--- src/rtl/tccw_pkg.sv ---
`default_nettype none
// ----------------------------------------------------------------------------
// Text console package
// Shared types, sizes and codes of the character-cell text console.
// ----------------------------------------------------------------------------
package tccw_pkg;

    localparam int COLUMNS   = 64;
    localparam int ROWS      = 32;
    localparam int CELLS     = COLUMNS * ROWS;
    localparam int CELL_W    = $clog2(CELLS);
    localparam int COL_FW    = 6;
    localparam int ROW_FW    = 5;
    localparam int REG_COUNT = 3;
    localparam int PADDR_W   = $clog2(4 * REG_COUNT);

    localparam logic [2:0] CMD_PUT   = 3'd0;
    localparam logic [2:0] CMD_SET   = 3'd1;
    localparam logic [2:0] CMD_CLEAR = 3'd2;
    localparam logic [2:0] CMD_BLINK = 3'd3;
    localparam logic [2:0] CMD_READ  = 3'd4;

    localparam logic [1:0] REG_DEFAULT_COLOR = 2'd0;
    localparam logic [1:0] REG_BLANK_GLYPH   = 2'd1;
    localparam logic [1:0] REG_CURSOR_GLYPH  = 2'd2;

    localparam logic [31:0] RST_DEFAULT_COLOR = 32'h00FF_FFFF;
    localparam logic [7:0]  RST_BLANK_GLYPH   = 8'd32;
    localparam logic [7:0]  RST_CURSOR_GLYPH  = 8'd95;

    localparam logic [7:0] CH_TAB      = 8'h09;
    localparam logic [7:0] CH_NEWLINE  = 8'h0A;
    localparam logic [7:0] CH_QUOTE    = 8'h22;
    localparam logic [7:0] CH_LOWER_A  = 8'h61;
    localparam logic [7:0] CH_LOWER_Z  = 8'h7A;
    localparam logic [7:0] CASE_OFFSET = 8'h20;

    typedef logic [CELL_W-1:0] t_addr;
    typedef logic [CELL_W:0]   t_idx;

    typedef struct packed {
        logic [2:0]        cmd;
        logic [7:0]        char_byte;
        logic [31:0]       char_color;
        logic [COL_FW-1:0] col_arg;
        logic [ROW_FW-1:0] row_arg;
    } t_in;

    typedef struct packed {
        logic [7:0]        read_glyph;
        logic [31:0]       read_color;
        logic [COL_FW-1:0] cursor_col_now;
        logic [ROW_FW-1:0] cursor_row_now;
        logic              scrolled;
    } t_out;

    typedef struct packed {
        logic [31:0] default_color;
        logic [7:0]  blank_glyph;
        logic [7:0]  cursor_glyph;
    } t_cfg;

    typedef struct packed {
        logic [7:0]  glyph;
        logic [31:0] color;
    } t_cell;

    typedef struct packed {
        logic  we;
        t_addr waddr;
        t_cell wdata;
        logic  re;
        t_addr raddr;
    } t_ram_req;

    function automatic t_addr cell_addr(input logic [COL_FW-1:0] col,
                                        input logic [ROW_FW-1:0] row);
        return t_addr'(row) * t_addr'(COLUMNS) + t_addr'(col);
    endfunction

endpackage
`default_nettype wire

--- src/rtl/tccw_cfg_regs.sv ---
`default_nettype none
// ----------------------------------------------------------------------------
// Configuration registers
// APB-style register file for the default color and the two glyph codes.
// ----------------------------------------------------------------------------
module tccw_cfg_regs (
    input  wire logic                         i_clk,
    input  wire logic                         i_rst_n,
    input  wire logic                         psel,
    input  wire logic                         penable,
    input  wire logic                         pwrite,
    input  wire logic [tccw_pkg::PADDR_W-1:0] paddr,
    input  wire logic [31:0]                  pwdata,
    output logic [31:0]                       prdata,
    output logic                              pready,
    output tccw_pkg::t_cfg                    o_cfg
);

    tccw_pkg::t_cfg r_cfg;
    logic [1:0]     reg_index;
    logic           wr_en;

    assign reg_index = paddr[tccw_pkg::PADDR_W-1:2];
    assign wr_en     = psel && penable && pwrite;
    assign pready    = 1'b1;

    always_ff @(posedge i_clk) begin
        if (!i_rst_n) begin
            r_cfg.default_color <= tccw_pkg::RST_DEFAULT_COLOR;
            r_cfg.blank_glyph   <= tccw_pkg::RST_BLANK_GLYPH;
            r_cfg.cursor_glyph  <= tccw_pkg::RST_CURSOR_GLYPH;
        end else if (wr_en) begin
            unique case (reg_index)
                tccw_pkg::REG_DEFAULT_COLOR: r_cfg.default_color <= pwdata;
                tccw_pkg::REG_BLANK_GLYPH:   r_cfg.blank_glyph   <= pwdata[7:0];
                tccw_pkg::REG_CURSOR_GLYPH:  r_cfg.cursor_glyph  <= pwdata[7:0];
                default: begin
                end
            endcase
        end
    end

    always_comb begin
        unique case (reg_index)
            tccw_pkg::REG_DEFAULT_COLOR: prdata = r_cfg.default_color;
            tccw_pkg::REG_BLANK_GLYPH:   prdata = {24'd0, r_cfg.blank_glyph};
            tccw_pkg::REG_CURSOR_GLYPH:  prdata = {24'd0, r_cfg.cursor_glyph};
            default:                     prdata = 32'd0;
        endcase
    end

    assign o_cfg = r_cfg;

endmodule
`default_nettype wire

--- config.mk ---
export PLATFORM = sky130hd
export DESIGN_NAME = tccw_cfg_regs
export DESIGN_NICKNAME = d
export VERILOG_FILES = /design/src/rtl/tccw_pkg.sv /design/src/rtl/tccw_cfg_regs.sv
export SDC_FILE = /design/constraint.sdc
export NUM_CORES = 1
export LEC_CHECK = 0
export BUFFER_PORTS_ARGS = -buffer_cell sky130_fd_sc_hd__buf_2
export CAP_MARGIN = 20
export CELL_PAD_IN_SITES_DETAIL_PLACEMENT = 0
export CELL_PAD_IN_SITES_GLOBAL_PLACEMENT = 1
export CORE_MARGIN = 4
export CORE_UTILIZATION = 33
export CTS_BUF_LIST = sky130_fd_sc_hd__clkbuf_2 sky130_fd_sc_hd__clkbuf_4 sky130_fd_sc_hd__clkbuf_8
export DETAILED_ROUTE_END_ITERATION = 10
export HOLD_SLACK_MARGIN = 0.1
export MAX_ROUTING_LAYER = met4
export PLACE_DENSITY = 0.83
export SLEW_MARGIN = 10
export SYNTH_ARGS = -nofsm -noshare
export SYNTH_HDL_FRONTEND = slang
export SYNTH_SLANG_ARGS = --single-unit
--- constraint.sdc ---
create_clock -name i_clk -period 1.72 [get_ports i_clk]
set_input_delay 0.344 -clock i_clk [delete_from_list [all_inputs] [get_ports i_clk]]
set_output_delay 0.344 -clock i_clk [all_outputs]
set_load 0.01 [all_outputs]
==> summary.txt <==
Global route
  – GRT overflow: 0
  – First-pass GRT wire length: just over 10000 µm
  – Initial antenna violation count: 0
  – Number of global-route vias before repair: 2085
  – Largest net degree at the start of global routing: between 70 and 80
  – GRT Util Overall: between 10% and 20%

Synth
  – Post-Syn Instances: 264
  – Most area-hungry cell type in the Yosys netlist: dfxtp_1
  – Fraction of registers with async set/reset: 0%
  – Synth Area per Inst: 9.138 µm²
  – Distinct cells, synth: 22
  – Post-synth EDFFs: 0
  – Synth area leaders: dfxtp_1, mux2i_1, nand2_1, nor2b_1, or4b_1
  – Sequential fraction of the synthesis area: 39.83%
  – Synth Flop Type: dfxtp_1
  – Most frequent cell after synthesis: dfxtp_1
  – Yosys warns: 0
  – Netlist Area Pre-Place: about 0.0024 mm²
  – Post-synth top area share: between 30% and 40%
  – Top cells by count, synth: dfxtp_1, nand2_1, mux2i_1
  – Syn_nets: ~310
  – Synth Register Bits: 48

Route
  – DR iter-0 viols: 55
  – Routed wire length: 6446 µm
  – Vias per cell: 4.695
  – Post-route ant nets: 0
  – Residual DRC count: 0
  – Routed vias: 2230
  – WL per Instance: 13.57 µm
  – Drt first pass iters: 4

STA
  – Worst Slack Setup Final: 0.1947 ns
  – Hold Fails Final Rpt: 0
  – Final worst path period need: between 1.5 and 2 ns
  – Total Neg Setup Slack: 0 ns
  – Finish-stage setup viols: 0
  – F_max: 655.6 MHz
  – Slew Viols, Final: 0
  – Post-Route Skew: 0 ns
  – RSZ-0062 raised after global routing: no
  – Final period util: 88.68%

Run status
  – Status: complete, no violations

Placed design
  – Detailed Place HPWL: 4631 µm
  – Dpl ws: 0.1759 ns
  – GPL Wtd Cong: ~0.75
  – Port Buffers: 118
  – Placed Cells: between 400 and 500

Power
  – Leakage: 1.545 nW
  – Maximum vdd drop: 0.0002963 V
  – PD cells: around 670 mW/mm²

Clocking
  – Clock Pin Slew Worst Setup and Hold Paths: 0.08 ns
  – CTS Hold Bufs: 0
  – CTS HTree Levels: 2
  – TritonCTS Buffers: 5
  – Clock Latency Late Sink: 0.30 ns
  – Root Buffer: clkbuf_8
  – # Post-CTS Setup Buffers: 0
  – Num Clock Sinks: 48
  – Clock Tree Buf Depth: 2
  – PostCTS Resize Cnt: 0
  – TritonCTS clock tree: yes

Setup path
  – Reg-to-Reg Start: o_cfg[5]
  – CP Max Fanout: 31
  – CP max stage delay: 0.21 ns
  – Critical path start-end classification: in -> out
  – Worst EP required: 1.38 ns
  – Worst r2r dst: o_cfg[5]
  – Setup crit start kind: primary input
  – Crit-path cells: buf_2 > buf_12 > mux2i_1 > o21ai_0 > buf_2
  – Worst setup EP type: output port
  – Setup slack, reg-to-reg: 1.07 ns
  – Slowest cell on the critical path: buf_12
  – Register-to-Register Path Depth: 2
  – Critical Path AT: 1.18 ns
  – Most Frequent Cell on Critical Path: buf_2

Cells and area
  – Fin cells: 475
  – Area grow syn2layout: 34.70%
  – Max reg flops: 48
  – Final core utilization: 46.79%
  – Fillers: 712
  – Antenna diodes: 0
  – Layout cells sized above 1: 41.42%
  – Final-stage net count: 419

Floorplanning
  – # rows: 30
  – DIE AREA: 0.008742 mm²
  – Starting Density: 34.74%
  – Die X: a little over 90 µm
  – Die height: 93.50 µm
  – Ports: 122
  – CORE AREA: 0.006944 mm²

Worst hold path
  – Hold path depth: 3
  – Worst hold path class: in -> reg
  – Worst hold start: pwdata[28]
  – Hold worst-path end: o_cfg[44]

Flow run
  – Maxcap violations: 0
==> final cells by class <==
cell class / count / area [µm²] / share of cell area, %
repair buffers: 132 / 745.7 / 22.95
clock inverters: 2 / 15.01 / 0.4621
well taps: 96 / 120.1 / 3.697
clock buffers: 6 / 82.58 / 2.541
inverters: 17 / 63.81 / 1.964
flip-flops and latches: 48 / 960.9 / 29.57
multi-input cells: 174 / 1261 / 38.81
==> routing by layer <==
| metal | wire length [µm] | global-route usage (%) |
|---|---|---|
| met5 | 0 | - |
| met4 | 53 | 2.930 |
| met3 | 455 | 4.023 |
| met2 | 2943 | 24.18 |
| met1 | 2994 | 19.37 |
==> how the worst max path moves through the flow <==
stage	start	endpoint	slack, ns
6_report	paddr[2]	prdata[6]	0.19
3_5_place_dp	paddr[3]	prdata[6]	0.18
5_1_grt	paddr[2]	prdata[6]	0.1
3_3_place_gp	paddr[3]	prdata[6]	0.20
4_1_cts	paddr[3]	prdata[6]	0.17
2_1_floorplan	paddr[2]	prdata[11]	0.09
==> power by group <==
| group | leakage (nW) | internal, W | switching (W) | total (W) |
|---|---|---|---|---|
| Combinational | 1.11 | 0.000149 | 0.000178 | 0.000326 |
| Sequential | 0.389 | 0.00113 | 0.0000106 | 0.00114 |
| Clock | 0.0434 | 0.000326 | 0.000380 | 0.000706 |
| Total | 1.55 | 0.00160 | 0.000569 | 0.00217 |
==> cells in the final DEF (no fill, tap or decap), drive strengths merged, types with 2 or more instances in the layout <==
cell        n
clkbuf      6
and2        8
dfxtp      48
nor2b      22
nand2      41
clkinvlp    2
mux2i      39
or4b       17
o211ai     17
inv        17
buf       132
o21ai       8
nor3       17
==> through the flow <==
step	area, µm²	hold slack [ns]	power (W)
floorplan	2412	0.4828	0.001348
global placement	3152	0.4505	0.001493
detailed placement	3152	0.4601	0.001496
CTS	3249	0.2722	0.002211
global route	3249	0.2748	0.002296
finish	3249	0.2855	0.002172
==> worst max-delay path, delay by kind of cell <==
family	cells	cell delay (ns)
buf+inv	3	0.56
compound gates	1	0.08
mux	1	0.19
==> cells by family after synthesis <==
kind of cell           synth area share, %
flip-flops                           39.83
AND/OR/NAND/NOR                      27.13
buffers and inverters                7.883
multiplexers                         16.18
other                               0.1555
AO/OA/AOI/OAI                        8.818
Power figures use the tool's default switching activity.
