File: config.mk
export PLATFORM = sky130hd
export DESIGN_NAME = tccw_ctrl
export DESIGN_NICKNAME = d
export VERILOG_FILES = /design/src/rtl/tccw_pkg.sv /design/src/rtl/tccw_ctrl.sv
export SDC_FILE = /design/constraint.sdc
export NUM_CORES = 1
export LEC_CHECK = 0
export ABC_AREA = 1
export BUFFER_PORTS_ARGS = -buffer_cell sky130_fd_sc_hd__buf_2
export CAP_MARGIN = 20
export CORE_ASPECT_RATIO = 0.7
export CORE_UTILIZATION = 48
export CTS_BUF_LIST = sky130_fd_sc_hd__clkbuf_2 sky130_fd_sc_hd__clkbuf_4 sky130_fd_sc_hd__clkbuf_8
export DETAILED_ROUTE_END_ITERATION = 7
export PLACE_DENSITY_LB_ADDON = 0.08
export SLEW_MARGIN = 20
export SYNTH_ARGS = -nofsm -noshare
export SYNTH_HDL_FRONTEND = slang
export SYNTH_SLANG_ARGS = --single-unit
File: constraint.sdc
create_clock -name i_clk -period 3.2 [get_ports i_clk]
set_clock_uncertainty 0.1 [all_clocks]
set_input_delay 0.48 -clock i_clk [delete_from_list [all_inputs] [get_ports i_clk]]
set_output_delay 0.48 -clock i_clk [all_outputs]
set_load 0.1 [all_outputs]
File: src/rtl/tccw_pkg.sv
`default_nettype none
// ----------------------------------------------------------------------------
// Text console package
// Shared types, sizes and codes of the character-cell text console.
// ----------------------------------------------------------------------------
package tccw_pkg;

    localparam int COLUMNS   = 64;
    localparam int ROWS      = 32;
    localparam int CELLS     = COLUMNS * ROWS;
    localparam int CELL_W    = $clog2(CELLS);
    localparam int COL_FW    = 6;
    localparam int ROW_FW    = 5;
    localparam int REG_COUNT = 3;
    localparam int PADDR_W   = $clog2(4 * REG_COUNT);

    localparam logic [2:0] CMD_PUT   = 3'd0;
    localparam logic [2:0] CMD_SET   = 3'd1;
    localparam logic [2:0] CMD_CLEAR = 3'd2;
    localparam logic [2:0] CMD_BLINK = 3'd3;
    localparam logic [2:0] CMD_READ  = 3'd4;

    localparam logic [1:0] REG_DEFAULT_COLOR = 2'd0;
    localparam logic [1:0] REG_BLANK_GLYPH   = 2'd1;
    localparam logic [1:0] REG_CURSOR_GLYPH  = 2'd2;

    localparam logic [31:0] RST_DEFAULT_COLOR = 32'h00FF_FFFF;
    localparam logic [7:0]  RST_BLANK_GLYPH   = 8'd32;
    localparam logic [7:0]  RST_CURSOR_GLYPH  = 8'd95;

    localparam logic [7:0] CH_TAB      = 8'h09;
    localparam logic [7:0] CH_NEWLINE  = 8'h0A;
    localparam logic [7:0] CH_QUOTE    = 8'h22;
    localparam logic [7:0] CH_LOWER_A  = 8'h61;
    localparam logic [7:0] CH_LOWER_Z  = 8'h7A;
    localparam logic [7:0] CASE_OFFSET = 8'h20;

    typedef logic [CELL_W-1:0] t_addr;
    typedef logic [CELL_W:0]   t_idx;

    typedef struct packed {
        logic [2:0]        cmd;
        logic [7:0]        char_byte;
        logic [31:0]       char_color;
        logic [COL_FW-1:0] col_arg;
        logic [ROW_FW-1:0] row_arg;
    } t_in;

    typedef struct packed {
        logic [7:0]        read_glyph;
        logic [31:0]       read_color;
        logic [COL_FW-1:0] cursor_col_now;
        logic [ROW_FW-1:0] cursor_row_now;
        logic              scrolled;
    } t_out;

    typedef struct packed {
        logic [31:0] default_color;
        logic [7:0]  blank_glyph;
        logic [7:0]  cursor_glyph;
    } t_cfg;

    typedef struct packed {
        logic [7:0]  glyph;
        logic [31:0] color;
    } t_cell;

    typedef struct packed {
        logic  we;
        t_addr waddr;
        t_cell wdata;
        logic  re;
        t_addr raddr;
    } t_ram_req;

    function automatic t_addr cell_addr(input logic [COL_FW-1:0] col,
                                        input logic [ROW_FW-1:0] row);
        return t_addr'(row) * t_addr'(COLUMNS) + t_addr'(col);
    endfunction

endpackage
`default_nettype wire

File: src/rtl/tccw_ctrl.sv
`default_nettype none
// ----------------------------------------------------------------------------
// Console sequencer
// Decodes commands, keeps the cursor and sweeps the cell memory for clear,
// scroll and the post-reset blanking pass.
// ----------------------------------------------------------------------------
module tccw_ctrl (
    input  wire logic               i_clk,
    input  wire logic               i_rst_n,
    input  wire tccw_pkg::t_cfg     i_cfg,
    input  wire logic               i_in_valid,
    input  wire tccw_pkg::t_in      i_in_data,
    output logic                    o_in_ready,
    output logic                    o_out_valid,
    input  wire logic               i_out_ready,
    output tccw_pkg::t_out          o_out_data,
    output tccw_pkg::t_ram_req      o_ram_req,
    input  wire tccw_pkg::t_cell    i_ram_rdata
);

    typedef enum logic [4:0] {
        ST_IDLE   = 5'b00001,
        ST_READ   = 5'b00010,
        ST_SCROLL = 5'b00100,
        ST_FILL   = 5'b01000,
        ST_WAIT   = 5'b10000
    } t_state;

    localparam tccw_pkg::t_idx SCROLL_LAST =
        tccw_pkg::t_idx'(tccw_pkg::CELLS - tccw_pkg::COLUMNS);
    localparam tccw_pkg::t_idx FILL_LAST = tccw_pkg::t_idx'(tccw_pkg::CELLS - 1);

    t_state                        r_state, n_state;
    logic [tccw_pkg::COL_FW-1:0]   r_col, n_col;
    logic [tccw_pkg::ROW_FW-1:0]   r_row, n_row;
    logic                          r_dq, n_dq;
    logic [7:0]                    r_blink, n_blink;
    tccw_pkg::t_idx                r_idx, n_idx;
    logic [7:0]                    r_fill_glyph, n_fill_glyph;
    logic                          r_has_res, n_has_res;
    tccw_pkg::t_out                r_res, n_res;
    tccw_pkg::t_out                r_out, n_out;
    logic                          r_out_valid, n_out_valid;
    tccw_pkg::t_ram_req            ram_req;
    logic                          accept;

    assign o_in_ready = (r_state == ST_IDLE);
    assign accept     = i_in_valid && o_in_ready;

    always_comb begin
        logic [tccw_pkg::COL_FW:0] col_sum;
        logic [tccw_pkg::ROW_FW:0] row_sum;
        logic                      dq_next;
        logic [7:0]                put_glyph;
        tccw_pkg::t_out            res;

        n_state      = r_state;
        n_col        = r_col;
        n_row        = r_row;
        n_dq         = r_dq;
        n_blink      = r_blink;
        n_idx        = r_idx;
        n_fill_glyph = r_fill_glyph;
        n_has_res    = r_has_res;
        n_res        = r_res;
        n_out        = r_out;
        n_out_valid  = r_out_valid && !i_out_ready;
        ram_req      = '0;
        col_sum      = '0;
        row_sum      = '0;
        dq_next      = r_dq;
        put_glyph    = i_in_data.char_byte;
        res          = '0;

        unique case (r_state)
            ST_IDLE: begin
                if (accept) begin
                    res.cursor_col_now = r_col;
                    res.cursor_row_now = r_row;
                    n_state            = ST_WAIT;
                    n_has_res          = 1'b1;
                    unique case (i_in_data.cmd)
                        tccw_pkg::CMD_PUT: begin
                            ram_req.we    = 1'b1;
                            ram_req.waddr = tccw_pkg::cell_addr(r_col, r_row);
                            row_sum       = {1'b0, r_row};
                            if (i_in_data.char_byte == tccw_pkg::CH_TAB) begin
                                ram_req.wdata.glyph = i_cfg.blank_glyph;
                                ram_req.wdata.color = i_cfg.default_color;
                                col_sum = {1'b0, r_col} + (tccw_pkg::COL_FW + 1)'(2);
                            end else if (i_in_data.char_byte == tccw_pkg::CH_NEWLINE) begin
                                ram_req.wdata.glyph = i_cfg.blank_glyph;
                                ram_req.wdata.color = i_cfg.default_color;
                                col_sum = '0;
                                row_sum = {1'b0, r_row} + (tccw_pkg::ROW_FW + 1)'(1);
                                n_blink = '0;
                            end else begin
                                dq_next = r_dq ^ (i_in_data.char_byte == tccw_pkg::CH_QUOTE);
                                if (!dq_next && i_in_data.char_byte >= tccw_pkg::CH_LOWER_A
                                        && i_in_data.char_byte <= tccw_pkg::CH_LOWER_Z) begin
                                    put_glyph = i_in_data.char_byte - tccw_pkg::CASE_OFFSET;
                                end
                                n_dq = dq_next;
                                ram_req.wdata.glyph = put_glyph;
                                ram_req.wdata.color = i_in_data.char_color;
                                col_sum = {1'b0, r_col} + (tccw_pkg::COL_FW + 1)'(1);
                            end
                            if (col_sum >= (tccw_pkg::COL_FW + 1)'(tccw_pkg::COLUMNS)) begin
                                n_col = tccw_pkg::COL_FW'(tccw_pkg::COLUMNS - 1);
                            end else begin
                                n_col = col_sum[tccw_pkg::COL_FW-1:0];
                            end
                            if (row_sum >= (tccw_pkg::ROW_FW + 1)'(tccw_pkg::ROWS)) begin
                                n_row        = tccw_pkg::ROW_FW'(tccw_pkg::ROWS - 1);
                                res.scrolled = 1'b1;
                                n_idx        = '0;
                                n_state      = ST_SCROLL;
                            end else begin
                                n_row = row_sum[tccw_pkg::ROW_FW-1:0];
                            end
                            res.cursor_col_now = n_col;
                            res.cursor_row_now = n_row;
                        end
                        tccw_pkg::CMD_SET: begin
                            if ({1'b0, i_in_data.col_arg}
                                    >= (tccw_pkg::COL_FW + 1)'(tccw_pkg::COLUMNS)) begin
                                n_col = tccw_pkg::COL_FW'(tccw_pkg::COLUMNS - 1);
                            end else begin
                                n_col = i_in_data.col_arg;
                            end
                            if ({1'b0, i_in_data.row_arg}
                                    >= (tccw_pkg::ROW_FW + 1)'(tccw_pkg::ROWS)) begin
                                n_row = tccw_pkg::ROW_FW'(tccw_pkg::ROWS - 1);
                            end else begin
                                n_row = i_in_data.row_arg;
                            end
                            res.cursor_col_now = n_col;
                            res.cursor_row_now = n_row;
                        end
                        tccw_pkg::CMD_CLEAR: begin
                            n_idx        = '0;
                            n_fill_glyph = i_cfg.blank_glyph;
                            n_state      = ST_FILL;
                        end
                        tccw_pkg::CMD_BLINK: begin
                            ram_req.we          = 1'b1;
                            ram_req.waddr       = tccw_pkg::cell_addr(r_col, r_row);
                            ram_req.wdata.glyph = r_blink[4] ? i_cfg.blank_glyph
                                                             : i_cfg.cursor_glyph;
                            ram_req.wdata.color = i_cfg.default_color;
                            n_blink             = r_blink + 8'd1;
                        end
                        tccw_pkg::CMD_READ: begin
                            if ({1'b0, i_in_data.col_arg}
                                    < (tccw_pkg::COL_FW + 1)'(tccw_pkg::COLUMNS)
                                    && {1'b0, i_in_data.row_arg}
                                    < (tccw_pkg::ROW_FW + 1)'(tccw_pkg::ROWS)) begin
                                ram_req.re    = 1'b1;
                                ram_req.raddr = tccw_pkg::cell_addr(i_in_data.col_arg,
                                                                    i_in_data.row_arg);
                                n_state       = ST_READ;
                            end
                        end
                        default: begin
                        end
                    endcase
                    n_res = res;
                end
            end
            ST_READ: begin
                n_res.read_glyph = i_ram_rdata.glyph;
                n_res.read_color = i_ram_rdata.color;
                n_state          = ST_WAIT;
            end
            ST_SCROLL: begin
                if (r_idx != SCROLL_LAST) begin
                    ram_req.re    = 1'b1;
                    ram_req.raddr = r_idx[tccw_pkg::CELL_W-1:0]
                                    + tccw_pkg::t_addr'(tccw_pkg::COLUMNS);
                end
                if (r_idx != '0) begin
                    ram_req.we    = 1'b1;
                    ram_req.waddr = r_idx[tccw_pkg::CELL_W-1:0] - tccw_pkg::t_addr'(1);
                    ram_req.wdata = i_ram_rdata;
                end
                if (r_idx == SCROLL_LAST) begin
                    n_fill_glyph = i_cfg.blank_glyph;
                    n_state      = ST_FILL;
                end else begin
                    n_idx = r_idx + tccw_pkg::t_idx'(1);
                end
            end
            ST_FILL: begin
                ram_req.we          = 1'b1;
                ram_req.waddr       = r_idx[tccw_pkg::CELL_W-1:0];
                ram_req.wdata.glyph = r_fill_glyph;
                ram_req.wdata.color = '0;
                if (r_idx == FILL_LAST) begin
                    n_state = r_has_res ? ST_WAIT : ST_IDLE;
                end else begin
                    n_idx = r_idx + tccw_pkg::t_idx'(1);
                end
            end
            ST_WAIT: begin
                if (!r_out_valid || i_out_ready) begin
                    n_out       = r_res;
                    n_out_valid = 1'b1;
                    n_has_res   = 1'b0;
                    n_state     = ST_IDLE;
                end
            end
            default: begin
                n_state = ST_IDLE;
            end
        endcase
    end

    always_ff @(posedge i_clk) begin
        if (!i_rst_n) begin
            r_state      <= ST_FILL;
            r_col        <= '0;
            r_row        <= '0;
            r_dq         <= 1'b0;
            r_blink      <= '0;
            r_idx        <= '0;
            r_fill_glyph <= tccw_pkg::RST_BLANK_GLYPH;
            r_has_res    <= 1'b0;
            r_out_valid  <= 1'b0;
        end else begin
            r_state      <= n_state;
            r_col        <= n_col;
            r_row        <= n_row;
            r_dq         <= n_dq;
            r_blink      <= n_blink;
            r_idx        <= n_idx;
            r_fill_glyph <= n_fill_glyph;
            r_has_res    <= n_has_res;
            r_out_valid  <= n_out_valid;
        end
    end

    always_ff @(posedge i_clk) begin
        r_res <= n_res;
        r_out <= n_out;
    end

    assign o_out_valid = r_out_valid;
    assign o_out_data  = r_out;
    assign o_ram_req   = ram_req;

    a_scroll_order: assert property (@(posedge i_clk) disable iff (!i_rst_n)
        (ram_req.re && ram_req.we) |-> (ram_req.raddr > ram_req.waddr))
        else $error("Scroll sweep writes ahead of its read.");

    a_read_path: assert property (@(posedge i_clk) disable iff (!i_rst_n)
        (accept && ram_req.re) |=> (r_state == ST_READ))
        else $error("Cell read not followed by its data capture.");

    a_cursor_range: assert property (@(posedge i_clk) disable iff (!i_rst_n)
        (r_state == ST_IDLE) |-> ({1'b0, r_col} < (tccw_pkg::COL_FW + 1)'(tccw_pkg::COLUMNS)
                                  && {1'b0, r_row} < (tccw_pkg::ROW_FW + 1)'(tccw_pkg::ROWS)))
        else $error("Cursor outside the grid.");

    a_result_kept: assert property (@(posedge i_clk) disable iff (!i_rst_n)
        (r_state == ST_WAIT && r_out_valid && !i_out_ready) |=> (r_state == ST_WAIT))
        else $error("Pending result dropped while the output is stalled.");

endmodule
`default_nettype wire

==> run metrics <==
total global routing overflow 0; total negative slack for setup checks 0 ns; number of flops mapped to enable cells by yosys 104; Synthesized Nets 1265; number of buffers created by CTS 17; Chip Width 161 um; pin count of the biggest net entering global routing 53; synthesized-area fraction occupied by ao, oa, aoi and oai cells 9.38%; kind of critical path reg -> out; Critical R2R Capture r_res[50]; Final Instance Area 0.0114 mm2; async set or reset register ratio after synthesis 0%; arrival time of the worst setup path 2.51 ns; peak supply drop 391 uV; number of buffers between clock root and the deepest sink 2; logic depth of the worst register-to-register path 7; starting density of the core 49.2%; Top Ports 264; critical path, cell by cell nor2_4 > nand3_4 > nor2_4 > buf_4 > nand2_1 > o22ai_1 > buf_12; portion of synthesized cell area occupied by the leading cell type 37.0%; depth of the CTS H-tree 4; via count of the first global-routing pass 7403; hold_sp i_cfg[13]; Seq/Total Area, Yosys 47.4%; fraction of synthesized area in multiplexers 0.800%; Switching Power 2.33 mW; adder and majority gate portion of the synthesized area 1.33%; largest area contributor in the synthesized netlist sky130_fd_sc_hd__edfxtp_1; Worst-Skew Late Latency 0.46 ns; Overall Global Routing Usage 27.9%; routed len/inst 15.7 um; number of antenna violations at the first check in global routing 0; Static Leak 5.27 nW; number of diodes 0; leading post-synthesis cells by cell area sky130_fd_sc_hd__edfxtp_1 (37%), sky130_fd_sc_hd__nand2_1 (16%), sky130_fd_sc_hd__dfxtp_1 (10%); final worst hold slack 0.180 ns; clk sinks 148; max incr delay on CP 0.37 ns; Internal Dissipation 3.35 mW; DRC violation total after the first TritonRoute iteration 827; part of the power in the clock network 26.1%; class of the worst hold path in -> reg; standard-cell rows 40; master cell of the clock root buffer sky130_fd_sc_hd__clkbuf_8; cell count after synthesis 1110; Mapped Avg Cell Area 7.61 um2; area added between synthesis and finish 35.0%; fin crit share 96.5%; Max Slew Vio Count 0; hold-critical path endpoint r_fill_glyph[5]; Clk pin slew, worst setup/hold paths 0.10 ns; relative max-transition margin 53.3%; number of buffer cells added on primary ports 263; area share of and/or/nand/nor cells after synthesis 30.2%; proportion of total power due to net switching 41.0%; area inside the core boundary 0.0172 mm2; Via density 5.19; Cell variety after synth 38; share of power burned in registers 39.6%; most instantiated library cell after synthesis sky130_fd_sc_hd__nand2_1; hold-critical path depth 3; Post-Place Cell Area 0.0110 mm2; CP Buf/Inv Count 2; floorplan die area 0.0181 mm2; number of setup violations in the final report 0; post-layout utilization of the core 66.5%; CP Launch Type register; top cells by instance count after synthesis sky130_fd_sc_hd__nand2_1 (358), sky130_fd_sc_hd__nor2_1 (130), sky130_fd_sc_hd__inv_1 (114); outcome completed; # fillers 1464; detailed-route wire length 25200 um; highest clock rate 0.324 GHz; post-synthesis cell area 0.00845 mm2; predominant post-synthesis flop cell sky130_fd_sc_hd__edfxtp_1; xor-xnor portion of the synthesized cell area 2.59%; power density relative to cell area 498 mW/mm2; Worst path slowest cell sky130_fd_sc_hd__o22ai_1; Routability Congestion 0.973; crit path capture type output port; number of storage elements in the synthesis netlist 148; global-route wire length before repair 39300 um; detailed-router iteration count before antenna repair 5; fraction of layout cells with a size suffix above 1 27.5%; actual slew at the worst max-slew pin 0.701 ns; RSZ-0062 raised after global routing false; Ys Warns 0; WP data required 2.62 ns; Period minus WS final 3.09 ns; part of the power in combinational logic 34.3%; start of the worst register-to-register path r_state[3]; number of nets in the layout 1522; maximum fanout count along the critical path 14; hold buffers post-CTS 0; Final Hold Violating Endpoints 0; Critical Path Most Common Cell sky130_fd_sc_hd__nor2_4; largest delay contributor family on the critical path simple AND/OR/NAND/NOR gates; vias after detailed routing 8356; clock tree from TritonCTS done; number of DRC violations after detailed routing 0; max cap viols 0; DIE HEIGHT 113 um; main combinational cell family by area after synthesis simple AND/OR/NAND/NOR gates; half-perimeter wire length after detailed placement 18600 um; slack of the worst reg-to-reg path 0.92 ns; remaining number of nets flagged by the antenna check after routing 0
-- layout make-up --
| type | count | area [um2] | area share [%] |
|---|---|---|---|
| clock buffer | 17 | 234 | 2.05 |
| inverter | 128 | 485 | 4.26 |
| clock inverter | 15 | 164 | 1.44 |
| tap | 231 | 289 | 2.53 |
| timing repair buffer | 282 | 2450 | 21.5 |
| multi-input combinational | 790 | 3780 | 33.1 |
| sequential | 148 | 4010 | 35.1 |
-- worst max-delay path by stage --
| stage | start | to | slack [ns] | cells after the start |
|---|---|---|---|---|
| after floorplan | r_idx[3] | o_ram_req[61] | -0.53 | 7 |
| after global placement | i_in_data[50] | o_ram_req[44] | 0.33 | 13 |
| after detailed placement | i_in_data[50] | o_ram_req[32] | 0.28 | 13 |
| after CTS | r_state[3] | o_ram_req[9] | 0.09 | 7 |
| after global routing | r_state[0] | o_ram_req[9] | 0.007 | 8 |
| final | r_state[3] | o_ram_req[9] | 0.11 | 7 |
-- timing repair --
action / in CTS / in global routing
endpoints found under the setup margin: 19 / 4
resized for setup: 1 / 3
buffers inserted: 0 / 0
-- routing by layer --
layer	share of wire (%)	wire length [um]	GRT usage (%)	up-vias
met4	0.94	238	6.67	0
met2	45	11300	42.2	362
li1	-	-	-	4098
met1	46	11600	40.7	3869
met3	8.5	2150	5.90	27
met5	0	0	0	-
-- worst min-delay path, delay by kind of cell --
family                 cells  cell delay (ns)
buffers and inverters      1             0.11
and+or+nand+nor            2             0.11
-- cells in the final DEF (no fill, tap or decap), types with 14 or more instances in the layout --
cell type / count
sky130_fd_sc_hd__a21oi_1: 34
sky130_fd_sc_hd__buf_12: 66
sky130_fd_sc_hd__buf_2: 199
sky130_fd_sc_hd__buf_4: 16
sky130_fd_sc_hd__clkbuf_8: 17
sky130_fd_sc_hd__dfxtp_1: 42
sky130_fd_sc_hd__edfxtp_1: 104
sky130_fd_sc_hd__inv_1: 113
sky130_fd_sc_hd__nand2_1: 356
sky130_fd_sc_hd__nand3_1: 62
sky130_fd_sc_hd__nand4_1: 14
sky130_fd_sc_hd__nor2_1: 129
sky130_fd_sc_hd__o21ai_0: 71
sky130_fd_sc_hd__xor2_1: 23
-- metrics by stage --
| stage | power (mW) | std cells | setup WS, ns |
|---|---|---|---|
| 2_1_floorplan | 3.66 | 1110 | -0.534 |
| 3_3_place_gp | 4.22 | 1579 | 0.333 |
| 3_5_place_dp | 4.23 | 1579 | 0.282 |
| 4_1_cts | 5.71 | 1611 | 0.0860 |
| 5_1_grt | 5.92 | 1611 | 0.00665 |
| 6_report | 5.68 | 1611 | 0.112 |
-- power groups by stage --
| stage | logic, mW | registers (mW) | clock network (mW) |
|---|---|---|---|
| 4_1_cts | 1.95 | 2.25 | 1.52 |
| 3_3_place_gp | 1.94 | 2.29 | 0 |
| 5_1_grt | 2.07 | 2.26 | 1.59 |
| 2_1_floorplan | 1.01 | 2.65 | 0 |
| 3_5_place_dp | 1.94 | 2.29 | 0 |
| 6_report | 1.95 | 2.25 | 1.48 |
-- cells by family (layout without fill, tap and decap cells) --
kind of cell,after synthesis,in the layout
adders and majority gates,9,9
AOI/OAI and AO/OA,145,145
muxes,6,6
buffers and inverters,172,442
xor gates and xnor gates,25,25
DFF,148,148
and+or+nand+nor,605,605
-- registers in the layout (all words and copies together), names as in the netlist --
name and cells:
r_row 5, r_dq 1, r_idx 12, r_blink 5
r_has_res 1, r_col 6, r_fill_glyph 8, r_res 52
o_out_data 52, r_state 5, o_out_valid 1
No activity file was read; power rests on OpenSTA's default activity.
